**config.mk**
```make
export PLATFORM = sky130hd
export DESIGN_NAME = btmf_ctrl
export DESIGN_NICKNAME = d
export VERILOG_FILES = /design/src/rtl/btmf_pkg.sv /design/src/rtl/btmf_ctrl.sv
export SDC_FILE = /design/constraint.sdc
export NUM_CORES = 1
export LEC_CHECK = 0
export BUFFER_PORTS_ARGS = -buffer_cell sky130_fd_sc_hd__buf_2
export CORE_MARGIN = 3
export CORE_UTILIZATION = 35
export DETAILED_ROUTE_END_ITERATION = 12
export GPL_TIMING_DRIVEN = 0
export PLACE_DENSITY_LB_ADDON = 0.08
export SLEW_MARGIN = 40
export SYNTH_ARGS = -nofsm -noshare
export SYNTH_HDL_FRONTEND = slang
export SYNTH_SLANG_ARGS = --single-unit
export TNS_END_PERCENT = 1
```
**constraint.sdc**
```tcl
create_clock -name clk -period 2.1 [get_ports clk]
set_clock_uncertainty 0.15 [all_clocks]
set_input_delay 0.63 -clock clk [delete_from_list [all_inputs] [get_ports clk]]
set_output_delay 0.63 -clock clk [all_outputs]
set_load 0.005 [all_outputs]
```
**src/rtl/btmf_pkg.sv**
```systemverilog
// Shared types, constants and command structs of the bridge temperature median filter.
package btmf_pkg;

  localparam int WINDOW_LEN = 5;
  localparam int ADC_BITS   = 10;
  localparam int IDX_W      = $clog2(WINDOW_LEN);
  localparam int CNT_W      = $clog2(WINDOW_LEN + 1);
  localparam int DIV_W      = 66;
  localparam int DIV_CNT_W  = $clog2(DIV_W);

  // Configuration register indexes.
  localparam logic [2:0] REG_GAIN_A    = 3'd0;
  localparam logic [2:0] REG_OFFSET_A  = 3'd1;
  localparam logic [2:0] REG_GAIN_B    = 3'd2;
  localparam logic [2:0] REG_OFFSET_B  = 3'd3;
  localparam logic [2:0] REG_RATIO     = 3'd4;
  localparam logic [2:0] REG_INV_VOLT  = 3'd5;
  localparam logic [2:0] REG_R2_R0     = 3'd6;
  localparam logic [2:0] REG_ALPHA_INV = 3'd7;

  typedef struct packed {
    logic [9:0] adc_a;
    logic [9:0] adc_b;
  } in_word_t;

  typedef struct packed {
    logic signed [7:0] median_temp;
    logic signed [7:0] newest_temp;
    logic              primed;
    logic              clipped;
  } out_word_t;

  // Controller to datapath commands.
  typedef struct packed {
    logic ld_in;
    logic st_v;
    logic st_d;
    logic st_q;
    logic st_r;
    logic div_init;
    logic div_step;
    logic st_t;
    logic st_p;
    logic st_s;
    logic st_ring;
    logic ld_out;
  } cmd_t;

  // Datapath to controller status.
  typedef struct packed {
    logic div_last;
  } status_t;

endpackage

```
**src/rtl/btmf_ctrl.sv**
```systemverilog
// Sequencing state machine of the bridge temperature median filter.
module btmf_ctrl import btmf_pkg::*; (
  input  logic    clk,
  input  logic    rst_n,
  input  logic    in_valid,
  output logic    in_stall,
  output logic    out_valid,
  input  logic    out_stall,
  output cmd_t    cmd,
  input  status_t status
);

  typedef enum logic [11:0] {
    S_IDLE = 12'b000000000001,
    S_V    = 12'b000000000010,
    S_D    = 12'b000000000100,
    S_Q    = 12'b000000001000,
    S_R    = 12'b000000010000,
    S_DI   = 12'b000000100000,
    S_DIV  = 12'b000001000000,
    S_T    = 12'b000010000000,
    S_P    = 12'b000100000000,
    S_S    = 12'b001000000000,
    S_RING = 12'b010000000000,
    S_OUT  = 12'b100000000000
  } state_t;

  state_t state_r, state_nxt;
  logic   out_valid_r, out_valid_nxt;
  logic   out_free;

  assign out_free  = !out_valid_r || !out_stall;
  assign in_stall  = (state_r != S_IDLE);
  assign out_valid = out_valid_r;

  // Next state and command decode.
  always_comb begin
    state_nxt = state_r;
    cmd       = '0;
    unique case (state_r)
      S_IDLE: begin
        if (in_valid) begin
          cmd.ld_in = 1'b1;
          state_nxt = S_V;
        end
      end
      S_V: begin
        cmd.st_v  = 1'b1;
        state_nxt = S_D;
      end
      S_D: begin
        cmd.st_d  = 1'b1;
        state_nxt = S_Q;
      end
      S_Q: begin
        cmd.st_q  = 1'b1;
        state_nxt = S_R;
      end
      S_R: begin
        cmd.st_r  = 1'b1;
        state_nxt = S_DI;
      end
      S_DI: begin
        cmd.div_init = 1'b1;
        state_nxt    = S_DIV;
      end
      S_DIV: begin
        cmd.div_step = 1'b1;
        if (status.div_last) state_nxt = S_T;
      end
      S_T: begin
        cmd.st_t  = 1'b1;
        state_nxt = S_P;
      end
      S_P: begin
        cmd.st_p  = 1'b1;
        state_nxt = S_S;
      end
      S_S: begin
        cmd.st_s  = 1'b1;
        state_nxt = S_RING;
      end
      S_RING: begin
        cmd.st_ring = 1'b1;
        state_nxt   = S_OUT;
      end
      S_OUT: begin
        if (out_free) begin
          cmd.ld_out = 1'b1;
          state_nxt  = S_IDLE;
        end
      end
      default: state_nxt = S_IDLE;
    endcase
  end

  // Output word valid flag.
  always_comb begin
    if (cmd.ld_out) out_valid_nxt = 1'b1;
    else if (!out_stall) out_valid_nxt = 1'b0;
    else out_valid_nxt = out_valid_r;
  end

  always_ff @(posedge clk) begin
    if (!rst_n) begin
      state_r     <= S_IDLE;
      out_valid_r <= 1'b0;
    end else begin
      state_r     <= state_nxt;
      out_valid_r <= out_valid_nxt;
    end
  end

endmodule

```
-- Word-level counts from Yosys, hierarchy flattened
Index checks and enable logic that the tools add are counted.
- equality and inequality tests: 17
- muxes and demuxes: 20
- reductions and logical operators: 4
- operator list (kind ; number):
    $pmux W12 S12 ; 1
    $mux W12 ; 3
    $mux W1 ; 16
    $eq A12 B1 Y1 const B ; 1
    $eq A12 B10 Y1 const B ; 1
    $eq A12 B11 Y1 const B ; 1
    $eq A12 B12 Y1 const B ; 1
    $eq A12 B2 Y1 const B ; 1
    $eq A12 B3 Y1 const B ; 1
    $eq A12 B4 Y1 const B ; 1
    $eq A12 B5 Y1 const B ; 1
    $eq A12 B6 Y1 const B ; 1
    $eq A12 B7 Y1 const B ; 1
    $eq A12 B8 Y1 const B ; 1
    $eq A12 B9 Y1 const B ; 1
    $ne A12 B1 Y1 const B ; 1
    $ne A2 B2 Y1 const B ; 3
    $reduce_and A3 Y1 ; 1
    $logic_not A1 Y1 ; 2
    $ne A2 B1 Y1 const B ; 1
    $logic_or A1 B1 Y1 ; 1
- register bits after elaboration: 13
- output and inout bits: 14

-- Logic depth before layout (Yosys ltp)
Gate-level depths: netlist of run 1.
- depth after elaboration: 5
- depth in mapped cells: 5
- mapped depth without buffers: 4

-- Worst setup path before layout of run 1
OpenSTA, ideal clock, no wires.
- path type: reg2out
- start: reg state_r[8]
- end: out cmd[11] (netlist name)
- arrival: 1.278 ns
- required time: 1.320 ns
- setup slack: 0.042 ns
- cell stages (with the launch flop): 5
- path through: dfxtp_1 > nor4_4 > nand2_2 > nand4bb_4 > nor2_1
- RTL lines (what ; line ; source):
    from (decl) ; btmf_ctrl.sv:28 ; state_t state_r, state_nxt;
    from (signal assigned) ; btmf_ctrl.sv:109 ; state_r <= state_nxt;
    to (decl) ; btmf_ctrl.sv:9 ; output cmd_t cmd,

==> results of run 1 <==
## worst max-delay path, stage by stage, from the launching register on
cell and delay, ns:
dfxtp_4 0.36, nor4_4 0.25, buf_4 0.19, nand2_4 0.06, nand4bb_4 0.22, nor2_1 0.11, buf_2 0.11
## metal layers
layer | vias to the layer above | global-route usage [%] | routed length [um]
li1 | 413 | - | -
met1 | 410 | 20.9 | 1020
met2 | 16 | 28.0 | 1120
met3 | 5 | 2.49 | 74
met4 | 0 | 8.71 | 49
met5 | - | 0 | 0
## layout make-up
cell class,instances,area (um2)
fillers,187,823
multi-input cells,65,588
flip-flops and latches,13,297
repair buffers,39,264
well taps,27,33.8
clock buffers,4,26.3
plain buffers,2,15.0
inverters,4,15.0
## flip-flops by register name (all words and copies together), names as in the netlist
| register | count |
|---|---|
| state_r | 12 |
| out_valid | 1 |
## final timing paths
kind                                start                      end  slack, ns
hold / removal    state_r[0]$_SDFFE_PN1P_  state_r[3]$_SDFFE_PN0P_       0.40
setup reg to reg  state_r[8]$_SDFFE_PN0P_  state_r[9]$_SDFFE_PN0P_       0.17
hold reg to reg   state_r[0]$_SDFFE_PN1P_  state_r[3]$_SDFFE_PN0P_       0.40
setup / recovery  state_r[4]$_SDFFE_PN0P_                  cmd[11]      -0.28
## logic make-up after synthesis
kind of cell / count (synthesis) / synth area share [%]
AND/OR/NAND/NOR: 48 / 49.2
AO/OA/AOI/OAI: 15 / 12.1
flip-flops: 13 / 32.2
buffers and inverters: 7 / 4.33
XOR/XNOR: 2 / 2.17
## per-stage QoR
stage | cell area [um2] | hold WS [ns] | setup TNS [ns] | util (%) | cells
after floorplan | 808 | 0.374 | 0 | - | 85
after global placement | 932 | 0.397 | -0.966 | 45.2 | 130
after detailed placement | 932 | 0.406 | -1.10 | 45.2 | 130
after global routing | 1240 | 0.419 | -3.72 | 60.1 | 154
final | 1240 | 0.401 | -2.80 | 60.1 | 154
after CTS | 1080 | 0.371 | -2.94 | 52.4 | 144
## repair_timing
item                       4_1_cts  5_1_grt
setup endpoints to repair       13       13
pin swaps                        7        5
hold buffers                     0        0
setup buffers                   11       10
gates resized for setup         17       20
## power by group
| group | switching, W | internal (W) | total (W) |
|---|---|---|---|
| Combinational | 0.0000580 | 0.0000536 | 0.000112 |
| Sequential | 0.00000864 | 0.000243 | 0.000251 |
| Clock | 0.0000894 | 0.0000740 | 0.000163 |
## cell usage in the layout (no fill, tap or decap), types with 2 or more instances in the layout
cell type,count
a21oi_1,6
buf_2,16
nand2_1,2
clkbuf_4,3
dfxtp_1,2
and3_1,4
nor4_4,6
nor2_1,6
nand2_4,2
and3_4,2
inv_1,4
buf_6,3
nand2b_1,2
nor3_1,5
nand4b_1,2
nor4b_1,5
nand3_2,2
buf_4,22
dfxtp_2,2
dfxtp_4,9
o21a_1,2
==> run metrics, run 1 <==
status=complete, but fails checks; failing checks=negative setup slack; grt ovf=0; Synth warnings=0; Vias per Instance=5.48; WL/cell=14.7 um; Site Rows=16; actual slew at the worst max-slew pin=0.480 ns; Yosys reg bits=13; Max Fclk=0.421 GHz; worst hold-check path type=register to register; Pre-antenna DRT Iters=4; VDD IR-drop max=0.300 mV; P_leak=0.509 nW; die width=54.1 um; Max-Cap Viols=0; Antenna diodes=0; Top FF cell, synth=dfxtp_1; Port-buffer cells=18; pin count of the biggest net entering global routing=9; clock buffer depth=2; Final #Nets=133; placeable core area=2060 um2; Initial Utilization=39.2%; H-tree levels=1; DR iter-0 viols=18; Final period util=113%; sequential cell area fraction in the yosys report=32.2%; clk_lat worst skew=0.29 ns; worst setup margin=-0.275 ns; crit-path max FO=4; I/O pin cnt=19; Root Buffer=clkbuf_4; Hold Fails Final Rpt=0; Mapped Cells=85; Pwr Total=0.000526 W; routed vias=844; min cycle time layout=2.38 ns; Syn Nets=90; first-pass GRT wire length=3.48 mm; CTS Sinks=13; critical setup path kind=register to primary output; most instantiated cells after synthesis=dfxtp_1, a21oi_1, nor4b_1, nor2_1, nor3_1; Post-Place Setup Slack=-0.202 ns; full die area=2920 um2; Setup-failing EPs final=13; Syn-to-layout area delta=53.3%; hold depth=2; Num CTS Buffers=3; R2R cell count=7; post-synth cell types=34; RSZ-0062 raised after global routing=yes; CP startpoint kind=register; area leader, netlist=dfxtp_1; count leader, synth=dfxtp_1; crit end category=primary output; Clock transition at path regs=0.08 ns; CTS tree=yes; GRT Overall Usage=16.9%; share of layout cells above drive strength 1=59.1%; ys async rst share=0%; Die Ht=54.1 um; post-synthesis average cell area=9.51 um2; post-route ant nets=0; Slew Limit Fails=0; gp weighted congestion=0.784; power density over the cells=425 nW/um2; vias in the first global route=765; CP arrival=1.60 ns; area of the mapped netlist=808 um2; Post-synth EDFFs=0; placed wire-length estimate=1.38 mm; Area contributors post-synth=dfxtp_1, nor4_4, nor4b_1; Critical Path RT=1.32 ns; slew margin rel.=67.5%; Synth top area share=32.2%; antenna violations before repair=0; drt drc=0; Total Wirelength=2.26 mm
Note: power is estimated with default switching activity, not from simulation.
==> inputs of run 2 (changes only) <==
--- a/config.mk
+++ b/config.mk
@@ -7,7 +7,8 @@
 export LEC_CHECK = 0
 export BUFFER_PORTS_ARGS = -buffer_cell sky130_fd_sc_hd__buf_2
 export CORE_MARGIN = 3
-export CORE_UTILIZATION = 35
+export CORE_UTILIZATION = 51
+export CTS_CLUSTER_SIZE = 16
 export DETAILED_ROUTE_END_ITERATION = 12
 export GPL_TIMING_DRIVEN = 0
 export PLACE_DENSITY_LB_ADDON = 0.08
==> run 2 against run 1 <==
  * The run still ends with negative setup slack left
  * Maximum frequency down 1.5%
  * Register-to-register slack worse by 0.04 ns
  * Die area down 28%
  * Sequential share of layout area up 0.30 points
  * Via count down 0.59%
  * Hold slack worse by 0.087 ns
  * Non-clock buffer count down 6
  * Sequential power up 4%
  * Clock-buffer cell count unchanged
  * Core utilization up 25 points
  * Wire length up 5.3%
  * Highest routed layer unchanged
==> run metrics, run 2 (synthesis gave the netlist of run 1 again) <==
grt ovf=0 (unchanged); Vias per Instance=6.17 (was 5.48); CP arrival=1.63 ns (was 1.60 ns); max reg flops=12 (unchanged); share of layout cells above drive strength 1=58.7% (was 59.1%); Num CTS Buffers=3 (unchanged); CP startpoint kind=register (unchanged); Port-buffer cells=18 (unchanged); clk_lat worst skew=0.29 ns (about the same); Max Fclk=0.415 GHz (was 0.421 GHz); drt drc=0 (unchanged); CP Cell Sequence=nor4_4 -> buf_4 -> nand2_2 -> nor4_4 -> buf_2 (was nor4_4 -> buf_4 -> nand2_4 -> nand4bb_4 -> nor2_1 -> buf_2); Pwr Total=0.000531 W (was 0.000526 W); GRT Overall Usage=26.7% (was 16.9%); crit end category=primary output (unchanged); routed vias=839 (was 844); Syn-to-layout area delta=47.5% (was 53.3%); most used cell, CP=nor4_4; failing checks=negative setup slack (unchanged); CTS tree=yes (unchanged); VDD IR-drop max=0.574 mV (was 0.300 mV); pin count of the biggest net entering global routing=9 (unchanged); status=complete, but fails checks (unchanged); placeable core area=1400 um2 (was 2060 um2); actual slew at the worst max-slew pin=0.421 ns (was 0.480 ns); DR iter-0 viols=40 (was 18); CP max stage delay=0.37 ns (was 0.36 ns); Pre-antenna DRT Iters=4 (unchanged); first-pass GRT wire length=3.90 mm (was 3.48 mm); min cycle time layout=2.41 ns (was 2.38 ns); worst setup margin=-0.312 ns (was -0.275 ns); Clock transition at path regs=0.09 ns (was 0.08 ns); power density over the cells=445 nW/um2 (was 425 nW/um2); die width=45.8 um (was 54.1 um); Root Buffer=clkbuf_4 (unchanged); vias in the first global route=834 (was 765); WL/cell=17.5 um (was 14.7 um); clock buffer depth=2 (unchanged); Initial Utilization=57.8% (was 39.2%); Slew Limit Fails=0 (unchanged); placed inst area=917 um2 (was 932 um2); Max-Cap Viols=0 (unchanged); Critical Path RT=1.32 ns (about the same); Largest Register=state_r (unchanged); full die area=2100 um2 (was 2920 um2); commonest non-fill, non-tap cell in the layout=buf_2 (was buf_4); slew margin rel.=71.8% (was 67.5%); Setup-failing EPs final=13 (unchanged); Die Ht=45.8 um (was 54.1 um); fin area=1190 um2 (was 1240 um2); commonest non-fill, non-tap cells in the layout=buf_2, buf_4, nor2_1, a21oi_1, dfxtp_4 (was buf_4, buf_2, dfxtp_4); Final period util=115% (was 113%); Antenna diodes=0 (unchanged); worst hold-check path type=register to register (unchanged); gp weighted congestion=0.895 (was 0.784); CP max-delay cell=nor4_4 (was dfxtp_4); antenna violations before repair=0 (unchanged); Site Rows=13 (was 16); Final #Nets=127 (was 133); RSZ-0062 raised after global routing=yes (unchanged); H-tree levels=1 (unchanged); P_leak=0.485 nW (was 0.509 nW); CTS Sinks=13 (unchanged); I/O pin cnt=19 (unchanged); critical setup path kind=register to primary output (unchanged); cts hold-fix bufs=0 (unchanged); post-layout util=85.2% (was 60.1%); Total Wirelength=2.39 mm (was 2.26 mm); placed wire-length estimate=1.26 mm (was 1.38 mm); post-route ant nets=0 (unchanged); crit-path max FO=4 (unchanged); Hold Fails Final Rpt=0 (unchanged)
run 2: changes by cell type in the layout (fill, tap and decap cells not counted), sizes merged:
cell,change
buf,-6
run 2: worst max-delay path: cells and delay by family, from the launching register on:
family | cells | cell delay, ns
AND/OR/NAND/NOR | 3 | 0.63
flip-flops | 1 | 0.36
buffers and inverters | 2 | 0.36
run 2: layout make-up:
cell class / instances / area, um2
multi-input cells: 65 / 589
flip-flops and latches: 13 / 289
repair buffers: 33 / 239
fillers: 78 / 206
clock buffers: 4 / 26.3
well taps: 15 / 18.8
plain buffers: 2 / 15.0
inverters: 4 / 15.0
run 2: worst paths after layout:
path / endpoint / depth (start not counted) / startpoint / slack [ns]
worst max-delay path: cmd[4] / 5 / state_r[11]$_SDFFE_PN0P_ / -0.31
worst max register to register: state_r[5]$_SDFFE_PN0P_ / 7 / state_r[3]$_SDFFE_PN0P_ / 0.13
worst min register to register: state_r[11]$_SDFFE_PN0P_ / 1 / state_r[9]$_SDFFE_PN0P_ / 0.31
worst min-delay path: state_r[11]$_SDFFE_PN0P_ / 1 / state_r[9]$_SDFFE_PN0P_ / 0.31
run 2: report_power, final:
group          switching (W)  internal (W)  leakage, nW
Sequential         0.0000139      0.000246        0.112
Combinational      0.0000515     0.0000527        0.358
Clock              0.0000923     0.0000739       0.0150
Total               0.000158      0.000373        0.485
run 2: timing repair:
action | in CTS | in global routing
pin swaps | 10 | 3
setup buffers | 15 | 0
gates resized for setup | 29 | 7
setup endpoints to repair | 13 | 15
run 2: metal layers:
metal | up-vias | global-route usage, % | wire [um]
li1 | 404 | - | -
met5 | - | 0 | 0
met3 | 8 | 4.74 | 158
met2 | 41 | 44.6 | 1260
met4 | 0 | 16.5 | 77
met1 | 386 | 31.2 | 891
run 2: through the flow:
stage | setup slack (ns) | TNS (ns) | std cells | hold WS [ns]
floorplan | 0.0425 | 0 | 85 | 0.374
finish | -0.312 | -3.31 | 136 | 0.313
detailed placement | -0.191 | -0.883 | 118 | 0.401
global placement | -0.170 | -0.760 | 118 | 0.390
global route | -0.432 | -4.48 | 136 | 0.329
CTS | -0.253 | -2.87 | 136 | 0.315
==> inputs of run 3 (changes only) <==
--- a/config.mk
+++ b/config.mk
@@ -6,8 +6,8 @@
 export NUM_CORES = 1
 export LEC_CHECK = 0
 export BUFFER_PORTS_ARGS = -buffer_cell sky130_fd_sc_hd__buf_2
-export CORE_MARGIN = 3
-export CORE_UTILIZATION = 51
+export CORE_UTILIZATION = 54
+export CTS_BUF_LIST = sky130_fd_sc_hd__clkbuf_4 sky130_fd_sc_hd__clkbuf_8
 export CTS_CLUSTER_SIZE = 16
 export DETAILED_ROUTE_END_ITERATION = 12
 export GPL_TIMING_DRIVEN = 0
==> constraint.sdc (replaced) <==
create_clock -name clk -period 2.1 [get_ports clk]
set_clock_uncertainty 0.15 [all_clocks]
set_input_delay 0.21 -clock clk [delete_from_list [all_inputs] [get_ports clk]]
set_output_delay 0.21 -clock clk [all_outputs]
set_load 0.005 [all_outputs]
==> run 3 against run 2 <==
  * The flow now finishes without violations
  * Critical path type unchanged
  * Clock-buffer cell count unchanged
  * Hold slack worse by 0.29 ns
  * Cell area is 15% lower
  * Via count is 4.3% lower
  * Largest cell class unchanged
  * Total power increased by 0.89%
  * Clock power is 7% higher
  * First-iteration DRC count grew 2.5%
  * Register-to-register slack gained 0.05 ns
==> run metrics, run 3 (synthesis gave the netlist of run 1 again) <==
status=completed (was complete, but fails checks); vias in the first global route=521 (was 834); critical setup path kind=register to primary output (unchanged); Max-Cap Viols=0 (unchanged); routed vias=803 (was 839); commonest non-fill, non-tap cells in the layout=buf_2, buf_4, nor4b_1, a21oi_1, dfxtp_1 (was buf_2, buf_4, nor2_1, a21oi_1, dfxtp_4); GRT Overall Usage=22.2% (was 26.7%); H-tree levels=1 (unchanged); Port-buffer cells=18 (unchanged); WL/cell=15.3 um (was 17.5 um); Slew Limit Fails=0 (unchanged); first-pass GRT wire length=2.37 mm (was 3.90 mm); Hold Fails Final Rpt=0 (unchanged); post-route ant nets=0 (unchanged); CP bufs+invs=2 (unchanged); Largest Register=state_r (unchanged); slew margin rel.=73.7% (was 71.8%); placeable core area=1350 um2 (was 1400 um2); Setup-failing EPs final=0 (was 13); Post-Route Setup TNS=0 ns (was -3.31 ns); Total Wirelength=1.94 mm (was 2.39 mm); antenna violations before repair=0 (unchanged); VDD IR-drop max=0.311 mV (was 0.574 mV); Antenna diodes=0 (unchanged); die width=40.7 um (was 45.8 um); CTS tree=yes (unchanged); met3 Use GR=3.26% (was 4.74%); clk_lat worst skew=0.28 ns (was 0.29 ns); Pre-antenna DRT Iters=4 (unchanged); DR iter-0 viols=41 (was 40); CP max stage delay=0.67 ns (was 0.37 ns); crit-path max FO=8 (was 4); max reg flops=12 (unchanged); family with the most delay on the worst path=simple AND/OR/NAND/NOR gates (unchanged); CP arrival=1.69 ns (was 1.63 ns); CP Cell Sequence=or4b_2 -> nor2_2 -> buf_4 -> buf_2 (was nor4_4 -> buf_4 -> nand2_2 -> nor4_4 -> buf_2); P_leak=0.427 nW (was 0.485 nW); Max Fclk=0.488 GHz (was 0.415 GHz); Final #Nets=118 (was 127); Final period util=97.7% (was 115%); CP max-delay cell=or4b_2 (was nor4_4); share of layout cells above drive strength 1=48.2% (was 58.7%); power density over the cells=526 nW/um2 (was 445 nW/um2); Critical Path RT=1.74 ns (was 1.32 ns); commonest non-fill, non-tap cell in the layout=buf_2 (unchanged); min cycle time layout=2.05 ns (was 2.41 ns); Post-Place Setup Slack=0.221 ns (was -0.191 ns); grt ovf=0 (unchanged); cts hold-fix bufs=0 (unchanged); met1 Resource Use GR=28.7% (was 31.2%); Vias per Instance=6.32 (was 6.17); crit end category=primary output (unchanged); Clock transition at path regs=0.09 ns (about the same); I/O pin cnt=19 (unchanged); Num CTS Buffers=3 (unchanged); gp weighted congestion=0.785 (was 0.895); Site Rows=13 (unchanged); pin count of the biggest net entering global routing=9 (unchanged); Initial Utilization=59.9% (was 57.8%); gr busiest metal=met2 (unchanged); drt drc=0 (unchanged); Syn-to-layout area delta=26.0% (was 47.5%); Root Buffer=clkbuf_4 (unchanged); actual slew at the worst max-slew pin=0.389 ns (was 0.421 ns); clock buffer depth=2 (unchanged); full die area=1660 um2 (was 2100 um2); GR Util met2=36.1% (was 44.6%); CP startpoint kind=register (unchanged); placed wire-length estimate=1.29 mm (was 1.26 mm); Die Ht=40.7 um (was 45.8 um); worst hold-check path type=primary input to register (was register to register); worst setup margin=0.0490 ns (was -0.312 ns); Fillers=115 (was 78); CTS Sinks=13 (unchanged); Pwr Total=0.000535 W (was 0.000531 W)
==> run 3: cell count changes in the layout (fill, tap and decap cells not counted), sizes merged <==
cell  before  now
buf       35   26
==> run 3: metrics by stage <==
stage	std cells	area [um2]	utilization, %	hold slack, ns
after global routing	127	1020	75.4	0.0171
after detailed placement	118	917	67.9	0.309
after CTS	123	958	71.0	0.0240
after floorplan	85	808	-	0.206
after global placement	118	917	67.9	0.303
final	127	1020	75.4	0.0205
==> run 3: layer usage <==
metal  up-vias  routed length [um]  part of all wire (%)
met4         0                  21                   1.1
met2        43                1000                    52
met1       377                 805                    42
met5         -                   0                     0
li1        379                   -                     -
met3         4                 111                   5.7
==> run 3: what timing repair did <==
action,in CTS,in global routing
setup buffers,2,4
gates resized for setup,1,11
endpoints found under the setup margin,5,6
pin swaps,2,7
==> run 3: path summary, 6_finish.rpt <==
path,slack (ns),cells after the start,endpoint,from
max,0.05,4,cmd[9],state_r[1]$_SDFFE_PN0P_
min reg2reg,0.36,1,state_r[11]$_SDFFE_PN0P_,state_r[8]$_SDFFE_PN0P_
max reg2reg,0.18,6,state_r[5]$_SDFFE_PN0P_,state_r[0]$_SDFFE_PN1P_
min,0.02,2,state_r[7]$_SDFFE_PN0P_,status
==> run 3: power breakdown <==
| group | internal (W) | leakage (nW) | total [W] | switching, W |
|---|---|---|---|---|
| sequential | 0.000251 | 0.109 | 0.000266 | 0.0000147 |
| combinational | 0.0000467 | 0.300 | 0.0000915 | 0.0000448 |
| clock | 0.0000866 | 0.0184 | 0.000178 | 0.0000914 |
==> run 3: area by class of cell <==
type | instances | area [um2] | share of cell area (%)
sequential | 13 | 274 | 26.9
clock buffer | 4 | 30.0 | 2.95
buffer | 2 | 15.0 | 1.47
timing repair buffer | 24 | 135 | 13.3
tap | 15 | 18.8 | 1.84
inverter | 4 | 15.0 | 1.47
multi-input combinational | 65 | 531 | 52.1
